[src/sv/amlc_pkg.sv]
// Package for the automatic mouse layer controller.
// Holds field types, event and action codes, configuration layout and sizing constants.
// No dependencies.
package amlc_pkg;

    localparam int LAYER_COUNT    = 32;
    localparam int POSITION_COUNT = 128;
    localparam int IDLE_MS_RESET  = 1000;

    typedef logic [2:0]  t_func;
    typedef logic [1:0]  t_action;
    typedef logic [4:0]  t_layer;
    typedef logic [6:0]  t_pos;
    typedef logic [15:0] t_ms;
    typedef logic [14:0] t_prior_ms;

    localparam t_func FUNC_TICK     = 3'd0;
    localparam t_func FUNC_MOTION   = 3'd1;
    localparam t_func FUNC_POSITION = 3'd2;
    localparam t_func FUNC_KEYCODE  = 3'd3;
    localparam t_func FUNC_REPORT   = 3'd4;

    localparam t_action ACT_NONE       = 2'd0;
    localparam t_action ACT_ACTIVATE   = 2'd1;
    localparam t_action ACT_DEACTIVATE = 2'd2;

    localparam logic [2:0] REG_IDLE_MS       = 3'd0;
    localparam logic [2:0] REG_PRIOR_IDLE_MS = 3'd1;
    localparam logic [2:0] REG_CTRL_LAYER    = 3'd2;
    localparam logic [2:0] REG_EXCLUDED_LOW  = 3'd3;
    localparam logic [2:0] REG_EXCLUDED_HIGH = 3'd4;

    localparam logic [127:0] POS_MASK = (POSITION_COUNT >= 128) ? '1 :
        ((128'd1 << POSITION_COUNT) - 128'd1);

    typedef struct packed {
        t_ms          idle_ms;
        t_prior_ms    prior_idle_ms;
        t_layer       ctrl_layer;
        logic [63:0]  excluded_low;
        logic [63:0]  excluded_high;
    } t_cfg;

endpackage

[src/sv/amlc_evt_if.sv]
// Event channel interface for the automatic mouse layer controller.
// Carries valid, ready and one event; depends on amlc_pkg.
interface amlc_evt_if;
    logic               valid;
    logic               ready;
    amlc_pkg::t_func    func;
    logic               pressed;
    amlc_pkg::t_pos     position;
    logic               layer_still_on;

    modport source(output valid, func, pressed, position, layer_still_on, input ready);
    modport sink(input valid, func, pressed, position, layer_still_on, output ready);
endinterface

[src/sv/amlc_res_if.sv]
// Result channel interface for the automatic mouse layer controller.
// Carries valid, ready and one result; depends on amlc_pkg.
interface amlc_res_if;
    logic               valid;
    logic               ready;
    amlc_pkg::t_action  action;
    amlc_pkg::t_layer   layer;
    logic               active;

    modport source(output valid, action, layer, active, input ready);
    modport sink(input valid, action, layer, active, output ready);
endinterface

[src/sv/amlc_cfg_regs.sv]
// APB-style configuration register file for the automatic mouse layer controller.
// Registers sit at byte address 8*i; depends on amlc_pkg.
module amlc_cfg_regs (
    input  logic                i_clk,
    input  logic                i_rst_n,
    input  logic                psel,
    input  logic                penable,
    input  logic                pwrite,
    input  logic [5:0]          paddr,
    input  logic [63:0]         pwdata,
    output logic [63:0]         prdata,
    output logic                pready,
    output amlc_pkg::t_cfg      o_cfg
);
    import amlc_pkg::*;

    t_cfg r_cfg;
    logic w_wr;

    assign pready = 1'b1;
    assign w_wr   = psel && penable && pwrite;

    always_ff @(posedge i_clk) begin
        if (!i_rst_n) begin
            r_cfg.idle_ms       <= t_ms'(IDLE_MS_RESET);
            r_cfg.prior_idle_ms <= '0;
            r_cfg.ctrl_layer    <= '0;
            r_cfg.excluded_low  <= '0;
            r_cfg.excluded_high <= '0;
        end else if (w_wr) begin
            unique case (paddr[5:3])
                REG_IDLE_MS:       r_cfg.idle_ms       <= pwdata[15:0];
                REG_PRIOR_IDLE_MS: r_cfg.prior_idle_ms <= pwdata[14:0];
                REG_CTRL_LAYER:    r_cfg.ctrl_layer    <= pwdata[4:0];
                REG_EXCLUDED_LOW:  r_cfg.excluded_low  <= pwdata;
                REG_EXCLUDED_HIGH: r_cfg.excluded_high <= pwdata;
                default: ;
            endcase
        end
    end

    always_comb begin
        unique case (paddr[5:3])
            REG_IDLE_MS:       prdata = {48'd0, r_cfg.idle_ms};
            REG_PRIOR_IDLE_MS: prdata = {49'd0, r_cfg.prior_idle_ms};
            REG_CTRL_LAYER:    prdata = {59'd0, r_cfg.ctrl_layer};
            REG_EXCLUDED_LOW:  prdata = r_cfg.excluded_low;
            REG_EXCLUDED_HIGH: prdata = r_cfg.excluded_high;
            default:           prdata = '0;
        endcase
    end

    assign o_cfg = r_cfg;
endmodule

[src/sv/amlc_core.sv]
// Event register, layer state update and result register of the mouse layer controller.
// Depends on amlc_pkg, amlc_evt_if and amlc_res_if.
module amlc_core (
    input  logic            i_clk,
    input  logic            i_rst_n,
    input  amlc_pkg::t_cfg  i_cfg,
    amlc_evt_if.sink        i_evt,
    amlc_res_if.source      o_res
);
    import amlc_pkg::*;

    logic       r_s1_valid;
    t_func      r_s1_func;
    logic       r_s1_pressed;
    t_pos       r_s1_pos;
    logic       r_s1_still_on;

    logic       r_active;
    t_ms        r_since_tap;
    t_ms        r_idle_left;

    logic       r_out_valid;
    t_action    r_out_action;
    t_layer     r_out_layer;
    logic       r_out_active;

    logic       n_active;
    t_ms        n_since_tap;
    t_ms        n_idle_left;
    t_action    n_action;

    logic       w_out_free;
    logic       w_advance;
    logic       w_in_fire;
    logic       w_layer_ok;
    logic       w_excl_any;
    logic       w_excluded;
    logic [127:0] w_bitmap;

    assign w_out_free = !r_out_valid || o_res.ready;
    assign w_advance  = r_s1_valid && w_out_free;
    assign i_evt.ready = !r_s1_valid || w_advance;
    assign w_in_fire  = i_evt.valid && i_evt.ready;

    assign w_bitmap   = {i_cfg.excluded_high, i_cfg.excluded_low} & POS_MASK;
    assign w_excl_any = |w_bitmap;
    assign w_excluded = w_bitmap[r_s1_pos] && ({1'b0, r_s1_pos} < 8'(POSITION_COUNT));
    assign w_layer_ok = {4'd0, i_cfg.ctrl_layer} < 9'(LAYER_COUNT);

    always_comb begin
        n_active    = r_active;
        n_since_tap = r_since_tap;
        n_idle_left = r_idle_left;
        n_action    = ACT_NONE;
        case (r_s1_func)
            FUNC_TICK: begin
                if (r_since_tap != 16'hFFFF) begin
                    n_since_tap = r_since_tap + 16'd1;
                end
                if (r_idle_left != '0) begin
                    n_idle_left = r_idle_left - 16'd1;
                    if (r_idle_left == 16'd1 && r_active) begin
                        n_active = 1'b0;
                        n_action = ACT_DEACTIVATE;
                    end
                end
            end
            FUNC_MOTION: begin
                if (w_layer_ok) begin
                    if (!r_active && r_since_tap >= {1'b0, i_cfg.prior_idle_ms}) begin
                        n_active = 1'b1;
                        n_action = ACT_ACTIVATE;
                    end
                    if (i_cfg.idle_ms != '0) begin
                        n_idle_left = i_cfg.idle_ms;
                    end
                end
            end
            FUNC_POSITION: begin
                if (r_s1_pressed && r_active && w_excl_any && !w_excluded) begin
                    n_active = 1'b0;
                    n_action = ACT_DEACTIVATE;
                end
            end
            FUNC_KEYCODE: begin
                if (r_s1_pressed) begin
                    n_since_tap = '0;
                end
            end
            FUNC_REPORT: begin
                if (!r_s1_still_on) begin
                    n_active    = 1'b0;
                    n_idle_left = '0;
                end
            end
            default: ;
        endcase
    end

    always_ff @(posedge i_clk) begin
        if (!i_rst_n) begin
            r_s1_valid  <= 1'b0;
            r_out_valid <= 1'b0;
            r_active    <= 1'b0;
            r_since_tap <= '0;
            r_idle_left <= '0;
        end else begin
            if (i_evt.ready) begin
                r_s1_valid <= i_evt.valid;
            end
            if (w_out_free) begin
                r_out_valid <= r_s1_valid;
            end
            if (w_advance) begin
                r_active    <= n_active;
                r_since_tap <= n_since_tap;
                r_idle_left <= n_idle_left;
            end
        end
    end

    always_ff @(posedge i_clk) begin
        if (w_in_fire) begin
            r_s1_func     <= i_evt.func;
            r_s1_pressed  <= i_evt.pressed;
            r_s1_pos      <= i_evt.position;
            r_s1_still_on <= i_evt.layer_still_on;
        end
        if (w_advance) begin
            r_out_action <= n_action;
            r_out_layer  <= (n_action != ACT_NONE) ? i_cfg.ctrl_layer : '0;
            r_out_active <= n_active;
        end
    end

    assign o_res.valid  = r_out_valid;
    assign o_res.action = r_out_action;
    assign o_res.layer  = r_out_layer;
    assign o_res.active = r_out_active;

    a_activate_sets_flag: assert property (@(posedge i_clk) disable iff (!i_rst_n)
        r_out_valid && r_out_action == ACT_ACTIVATE |-> r_out_active)
        else $error("activate result with inactive flag");

    a_deactivate_clears_flag: assert property (@(posedge i_clk) disable iff (!i_rst_n)
        r_out_valid && r_out_action == ACT_DEACTIVATE |-> !r_out_active)
        else $error("deactivate result with active flag");

    a_flag_matches_result: assert property (@(posedge i_clk) disable iff (!i_rst_n)
        w_advance |=> r_out_active == r_active)
        else $error("result flag differs from state");

    a_stalled_event_held: assert property (@(posedge i_clk) disable iff (!i_rst_n)
        r_s1_valid && !w_out_free |=> r_s1_valid && $stable(r_s1_func))
        else $error("stalled event lost");

    a_tick_counts_down: assert property (@(posedge i_clk) disable iff (!i_rst_n)
        w_advance && r_s1_func == FUNC_TICK && r_idle_left != '0
        |=> r_idle_left == $past(r_idle_left) - 16'd1)
        else $error("idle countdown did not decrement");
endmodule

[src/sv/auto_mouse_layer_control.sv]
// Top level of the automatic mouse layer controller.
// Instantiates amlc_cfg_regs and amlc_core; depends on amlc_pkg and the channel interfaces.
//
// Events arrive on i_evt as valid/ready transactions: millisecond ticks, pointer
// motion, key position presses, keycode presses and layer-state reports. Each
// event produces exactly one result transaction on o_res with the action to take
// (none, activate or deactivate the layer), the layer it concerns and the active
// flag after the event.
// An event is captured in an input register and its result is registered in the
// result register, which drives o_res.valid; a stall on o_res can hold the event
// in the input register. One event is accepted every cycle while o_res takes each
// result; the state update between the two registers is combinational.
// When o_res stalls, the result register and the input register hold their
// transactions and i_evt.ready drops only once both are full; nothing is lost.
// The APB-style port holds five registers at byte address 8*i with always-high
// pready; write them only while no transaction is in flight.
// Synchronous reset clears the state: layer inactive, countdown stopped,
// idle_ms 1000 and all other registers zero.
module auto_mouse_layer_control (
    input  logic            i_clk,
    input  logic            i_rst_n,
    amlc_evt_if.sink        i_evt,
    amlc_res_if.source      o_res,
    input  logic            psel,
    input  logic            penable,
    input  logic            pwrite,
    input  logic [5:0]      paddr,
    input  logic [63:0]     pwdata,
    output logic [63:0]     prdata,
    output logic            pready
);
    import amlc_pkg::*;

    t_cfg w_cfg;

    amlc_cfg_regs u_cfg_regs (
        .i_clk   (i_clk),
        .i_rst_n (i_rst_n),
        .psel    (psel),
        .penable (penable),
        .pwrite  (pwrite),
        .paddr   (paddr),
        .pwdata  (pwdata),
        .prdata  (prdata),
        .pready  (pready),
        .o_cfg   (w_cfg)
    );

    amlc_core u_core (
        .i_clk   (i_clk),
        .i_rst_n (i_rst_n),
        .i_cfg   (w_cfg),
        .i_evt   (i_evt),
        .o_res   (o_res)
    );
endmodule

[src/flat_wrapper.sv]
// flat-port wrapper written by rule: the top's interface ports become plain ports
module auto_mouse_layer_control_flat import amlc_pkg::*;
  (i_clk, i_rst_n, psel, penable, pwrite, paddr, pwdata, prdata, pready, i_evt_valid, i_evt_func, i_evt_pressed, i_evt_position, i_evt_layer_still_on, i_evt_ready, o_res_valid, o_res_action, o_res_layer, o_res_active, o_res_ready);
  amlc_evt_if i_evt_i ();
  amlc_res_if o_res_i ();
  input  logic i_clk;
  input  logic i_rst_n;
  input  logic psel;
  input  logic penable;
  input  logic pwrite;
  input  logic [5:0] paddr;
  input  logic [63:0] pwdata;
  output logic [63:0] prdata;
  output logic pready;
  input wire logic [$bits(i_evt_i.valid)-1:0] i_evt_valid;
  input wire logic [$bits(i_evt_i.func)-1:0] i_evt_func;
  input wire logic [$bits(i_evt_i.pressed)-1:0] i_evt_pressed;
  input wire logic [$bits(i_evt_i.position)-1:0] i_evt_position;
  input wire logic [$bits(i_evt_i.layer_still_on)-1:0] i_evt_layer_still_on;
  output wire logic [$bits(i_evt_i.ready)-1:0] i_evt_ready;
  output wire logic [$bits(o_res_i.valid)-1:0] o_res_valid;
  output wire logic [$bits(o_res_i.action)-1:0] o_res_action;
  output wire logic [$bits(o_res_i.layer)-1:0] o_res_layer;
  output wire logic [$bits(o_res_i.active)-1:0] o_res_active;
  input wire logic [$bits(o_res_i.ready)-1:0] o_res_ready;
  assign i_evt_i.valid = i_evt_valid;
  assign i_evt_i.func = i_evt_func;
  assign i_evt_i.pressed = i_evt_pressed;
  assign i_evt_i.position = i_evt_position;
  assign i_evt_i.layer_still_on = i_evt_layer_still_on;
  assign i_evt_ready = i_evt_i.ready;
  assign o_res_valid = o_res_i.valid;
  assign o_res_action = o_res_i.action;
  assign o_res_layer = o_res_i.layer;
  assign o_res_active = o_res_i.active;
  assign o_res_i.ready = o_res_ready;
  auto_mouse_layer_control u_core (.i_clk(i_clk), .i_rst_n(i_rst_n), .i_evt(i_evt_i), .o_res(o_res_i), .psel(psel), .penable(penable), .pwrite(pwrite), .paddr(paddr), .pwdata(pwdata), .prdata(prdata), .pready(pready));
endmodule
[config.mk]
export PLATFORM = sky130hd
export DESIGN_NAME = auto_mouse_layer_control_flat
export DESIGN_NICKNAME = d
export VERILOG_FILES = /design/src/sv/amlc_pkg.sv /design/src/sv/amlc_evt_if.sv /design/src/sv/amlc_res_if.sv /design/src/sv/amlc_cfg_regs.sv /design/src/sv/amlc_core.sv /design/src/sv/auto_mouse_layer_control.sv /design/src/flat_wrapper.sv
export SDC_FILE = /design/constraint.sdc
export NUM_CORES = 1
export LEC_CHECK = 0
export ABC_AREA = 1
export BUFFER_PORTS_ARGS = -buffer_cell sky130_fd_sc_hd__buf_4
export CAP_MARGIN = 20
export CORE_UTILIZATION = 50
export DETAILED_ROUTE_END_ITERATION = 16
export PLACE_DENSITY = 0.71
export SYNTH_ARGS = -nofsm -noshare
export SYNTH_HDL_FRONTEND = slang
export SYNTH_HIERARCHICAL = 1
export SYNTH_SLANG_ARGS = --single-unit
[constraint.sdc]
create_clock -name i_clk -period 5.1 [get_ports i_clk]
set_input_delay 1.02 -clock i_clk [delete_from_list [all_inputs] [get_ports i_clk]]
set_output_delay 1.02 -clock i_clk [all_outputs]
set_load 0.02 [all_outputs]
# [Word level (Yosys, flattened, before mapping)]
# Index checks and enable logic that the tools add are counted.
[op_classes] add_sub_neg=2 mul=0 div_mod_pow=0 magnitude_cmp=2 eq_ne=15 n_shift=0 muxes=21 bitwise_logic=0 n_reduce_logical=30
[op_table] op="64-bit one-hot mux with 5 select lines" n=1
[op_table] op="128-bit OR reduction" n=1
[op_table] op="16-bit 2-to-1 mux" n=5
[op_table] op="16-bit one-hot mux with 3 select lines" n=1
[op_table] op="16-bit one-hot mux with 2 select lines" n=1
[op_table] op="16-bit nonzero test" n=2
[op_table] op="16-bit by 1-bit adder with 16-bit output, second input constant" n=1
[op_table] op="16-bit by 1-bit == test with 1-bit output, second input constant" n=1
[op_table] op="16-bit by 15-bit >= comparator with 1-bit output" n=1
[op_table] op="16-bit inequality test, second input constant" n=1
[op_table] op="16-bit by 1-bit subtractor with 16-bit output, second input constant" n=1
[op_table] op="3-bit by 2-bit == test with 1-bit output, second input constant" n=4
[op_table] op="2-bit inequality test, second input constant" n=5
[op_table] op="2-bit AND reduction" n=5
[op_table] op="1-bit logical AND" n=9
[op_table] op="7-bit by 8-bit < comparator with 1-bit output, second input constant" n=1
[op_table] op="1-bit binary-select mux with 7-bit select" n=1
[op_table] op="1-bit 2-to-1 mux" n=7
[op_table] op="3-bit by 1-bit == test with 1-bit output, second input constant" n=2
[op_table] op="3-bit == test, second input constant" n=2
[op_table] op="3-bit logical NOT" n=2
[op_table] op="2-bit 2-to-1 mux" n=3
[op_table] op="2-bit one-hot mux with 3 select lines" n=1
[op_table] op="5-bit AND reduction" n=1
[op_table] op="6 further kinds" n=11
[totals] ff_bits=219 latchBits=0 ram_bits=0 romBits=0 inputBits=89 output_inout_bits=75 elab_cells=87 n_memories=0

# [Depth between registers and ports, before layout]
[depth] depth_word=7 ltp_mapped=18 ltp_nobuf=17

# [Cells and area by module]
# Netlist, hierarchy kept.
[by_module_without_submodules] mod="amlc_cfg_regs" n_inst=1 cells_each=1269 area_per_inst_um2=7847.5 seq_area_each_um2=3283.1
[by_module_without_submodules] mod="amlc_core" n_inst=1 cells_each=804 area_per_inst_um2=4889.7 seq_area_each_um2=1301.2

# [Worst setup path before layout]
# Ideal clock, no wire load.
[synth_path] path_type="input -> output" start="input paddr[5]" end="output prdata[16]" arrival_ns=2.043 required_ns=4.080 slack_ns=2.037 stages=7 n_path_buf=2 cell_sequence="buf_2 > inv_2 > nand3_4 > inv_2 > clkbuf_1 > nand2_1 > nand2_1"
[synth_via] elab_chain_cells=2 elab_cells_between_ends=6 classes_between="eq/ne: 4; mux: 1; reduce/logical: 1"
[synth_lines] element="start, declared" line_no="flat_wrapper.sv:11" rtl="input logic [5:0] paddr;"
[synth_lines] element="3-bit == test (tied with other cells)" line_no="amlc_cfg_regs.sv:43" rtl="unique case (paddr[5:3])"
[synth_lines] element="64-bit one-hot mux with 5 select lines *" line_no="amlc_cfg_regs.sv:43"
[synth_lines] element="end, declared" line_no="flat_wrapper.sv:13" rtl="output logic [63:0] prdata;"
# Every way passes the cells marked *; elsewhere a longest branch is shown, timed or not.

# [Final worst setup path]
[layout_path] start="input paddr[5]" end="output prdata[25]"
# Same word-level chain as after synthesis.

==> flow_summary_export.csv <==
group,metric,value,unit
place,dp.cells,2470,
status,outcome,"finished clean",
timing,tns,0,ns
synthesis,async_reset_ff_share,0,%
synthesis,synthSimpleGateAreaFrac,47.0,%
global_route,antenna_found_initial,0,
final_layout,diodes,0,
detailed_routing,drt_iter0_drc,1184,
setup_path,cp_max_fo,38,
die,boundaryPins,164,
setup_path,rrSetupSlack,2.16,ns
detailed_routing,wl_met1,16.6,mm
clock_network,clockRootBuffer,"clkbuf_16",
die,coreArea,25100,um2
synthesis,yosys-top-cells-area,"dfxtp_1, nand2_1, nor2_1",
setup_path,rr_worst_depth,14,
synthesis,synthXorXnorAreaFrac,0.619,%
clock_network,post_cts_resized,0,
detailed_routing,antenna_left,0,
hold_path,holdCritPathClass,"flip-flop to flip-flop",
clock_network,ctsLongestPathBuffers,3,
power,total_power,4270,uW
detailed_routing,wire_per_inst,14.7,um
clock_network,cts_sinks,219,
synthesis,yosysMostFrequentCell,"nand2_1",
place,port-buffer-count,159,
timing,tightestPinTransition,1.09,ns
place,gp_congestion,0.909,
global_route,grt_first_pass_wirelength,59.2,mm
synthesis,synth_cell_types,44,
setup_path,r2r-start,"u_core/u_core/r_s1_pos[0]$_DFFE_PP_",
global_route,grt_start_max_net_pins,126,
setup_path,worstSetupEndpointType,"output pin",
synthesis,synth-seq-cells,219,
global_route,overflow,0,
setup_path,worst_path_most_repeated_cell,"buf_4",
synthesis,ys_seq_area_share,36.0,%
run,drv_cap,0,
synthesis,synth_flop_cell,"dfxtp_1",
setup_path,cp-start-kind,"input pin",
die,die_x,162,um
clock_network,postCtsSetupRepairBufs,0,
setup_path,slowest_delay,0.61,ns
final_layout,fin_util,58.7,%
synthesis,synthMuxAreaShare,0,%
clock_network,cts_tree,"built",
synthesis,synth_edf_count,20,
final_layout,nets,2276,
synthesis,synth.cells.most_frequent,"nand2_1, nor2_1, nand3_1, dfxtp_1, inv_1",
synthesis,synth_top_area_cell,"dfxtp_1",
detailed_routing,dr_wl_met3,2.59,mm
timing,post-route-min-period,3.94,ns
synthesis,synth_top_family_by_area,"simple AND/OR/NAND/NOR gates",
final_layout,drive_gt1_share,11.8,%
detailed_routing,highest_layer,"met4",
timing,hold_viol,0,
final_layout,fin_area,14700,um2
synthesis,syn_area,12700,um2
detailed_routing,wl_met2,17.0,mm
final_layout,area.growth.synth_to_final,15.8,%
setup_path,arrival,2.92,ns
detailed_routing,first_pass_iters,6,
final_layout,stdcell_count,2518,
setup_path,critPathBufInv,5,
place,placed_area,13800,um2
die,die_h,162,um
timing,fmax,254,MHz
place,dpl.hpwl,24.9,mm
detailed_routing,route.vias.total,13182,
global_route,grt_pass1_vias,11708,
clock_network,postCtsHoldBufs,0,
timing,slew_violations,0,
power,powerDensity,290,nW/um2
timing,rsz0062_at_grt,"no",
detailed_routing,viasPerCell,5.24,
synthesis,synth_top_area_share,31.3,%
synthesis,synthAdderAreaFrac,1.87,%
clock_network,numCtsBuffers,26,
power,p_leak,0.00700,uW
setup_path,critical_path.top_delay_family,"buffers and inverters",
setup_path,crit_slowest_cell,"inv_2",
die,rows,58,
timing,relSlewSlack,27.5,%
hold_path,hold_path.startpoint,"u_core/u_core/r_idle_left[3]$_SDFFE_PN0P_",
clock_network,path_clk_slew,0.06,ns
global_route,grt_util_all_layers,27.8,%
synthesis,netlist_instances,2073,
synthesis,synth_nets,2181,
timing,skew,0.0101,ns
setup_path,rr_endpoint,"u_core/u_core/o_res.layer[2]$_SDFFCE_PN0P_",
synthesis,yosys_warnings,6,
die,dieArea,26100,um2
hold_path,worstHoldPathCells,2,
timing,setup_viol,0,
detailed_routing,routed_wl,37.0,mm
power,peakVddDrop,188,uV
setup_path,crit_type,"input pin to output pin",
timing,min_period_over_period,77.2,%
clock_network,h-tree-depth,1,
synthesis,synth_compound_area_share,4.32,%
die,start_util,50.7,%
clock_network,clk_latency,0.53,ns
setup_path,worstPathCellList,"buf_4, inv_2, nand3_4, inv_2, buf_4, nand2_1, nand2_1, buf_4",
setup_path,critPathRequiredTime,4.08,ns
detailed_routing,drc,0,
hold_path,hold_end,"u_core/u_core/r_idle_left[3]$_SDFFE_PN0P_",
synthesis,avgSynthCellArea,6.14,um2
-- layer usage --
metal / vias to the layer above / track usage [%]
li1: 6661 / -
met1: 5991 / 38.9
met2: 485 / 45.3
met3: 45 / 2.98
met4: 0 / 7.93
met5: - / 0
-- kinds of logic (layout without fill, tap and decap cells) --
logic type | after synthesis | count (layout)
xor gates and xnor gates | 9 | 9
DFF | 219 | 219
and+or+nand+nor | 1454 | 1454
adders and majority gates | 19 | 19
buffers and inverters | 280 | 395
AOI/OAI and AO/OA | 91 | 91
other | 1 | 1
-- worst max-delay path by stage --
stage,to,from,slack (ns),cells past startpoint
3_5_place_dp,prdata[15],paddr[5],1.18,8
5_1_grt,prdata[15],paddr[5],0.99,8
3_3_place_gp,prdata[15],paddr[5],1.20,8
6_report,prdata[25],paddr[5],1.16,8
2_1_floorplan,prdata[16],paddr[5],2.04,7
4_1_cts,prdata[15],paddr[5],1.17,8
-- through the flow --
step                      hold slack, ns  setup slack (ns)
final                              0.484              1.16
after global routing               0.515             0.992
after CTS                          0.482              1.17
after detailed placement           0.475              1.18
after global placement             0.466              1.20
after floorplan                    0.440              2.04
-- layout by cell type (no fill, tap or decap), types with 5 or more instances in the layout --
cell / netlist / layout
nor2_1: 427 / 427
a211oi_1: 7 / 7
xor2_1: 5 / 5
ha_1: 19 / 19
clkbuf_16: 0 / 27
clkinv_2: 0 / 5
dfxtp_1: 199 / 199
inv_1: 158 / 158
inv_2: 14 / 14
buf_4: 18 / 172
nor2_2: 5 / 5
o21ai_1: 12 / 12
o21ai_0: 18 / 18
nand4_1: 24 / 24
nor2_4: 7 / 7
nor3_1: 15 / 14
nand3_1: 245 / 245
nand2_1: 716 / 716
a21oi_1: 35 / 35
edfxtp_1: 20 / 20
-- flip-flops by register name, summed over array words and instances, names as in the netlist --
register	count
u_core/u_core/r_since_tap	16
u_core/u_core/r_s1_pressed	1
u_core/u_core/o_res.action	2
u_core/u_core/r_s1_valid	1
u_core/u_core/o_res.layer	5
u_core/u_cfg_regs/o_cfg	164
u_core/u_core/r_s1_pos	7
u_core/u_core/r_idle_left	16
u_core/u_core/r_active	1
u_core/u_core/r_s1_still_on	1
u_core/u_core/o_res.valid	1
u_core/u_core/o_res.active	1
u_core/u_core/r_s1_func	3
-- power breakdown --
group / switching, uW / leakage (uW) / internal (uW)
sequential: 33.4 / 0.00180 / 1770
clock: 754 / 0.000450 / 1220
combinational: 321 / 0.00475 / 172
total: 1110 / 0.00700 / 3170
-- worst min-delay path: cells and delay by family (launching register included) --
| family | cells | cell delay [ns] |
|---|---|---|
| AOI/OAI and AO/OA | 2 | 0.13 |
| DFF | 1 | 0.31 |
-- cell type report --
cell class / count / area [um2]
inverter: 173 / 649
timing repair buffer: 174 / 1330
fill: 2497 / 10400
tap: 330 / 413
sequential: 219 / 4580
clock buffer: 35 / 746
multi-input combinational: 1574 / 6860
clock inverter: 13 / 169
Power figures use the tool's default switching activity.
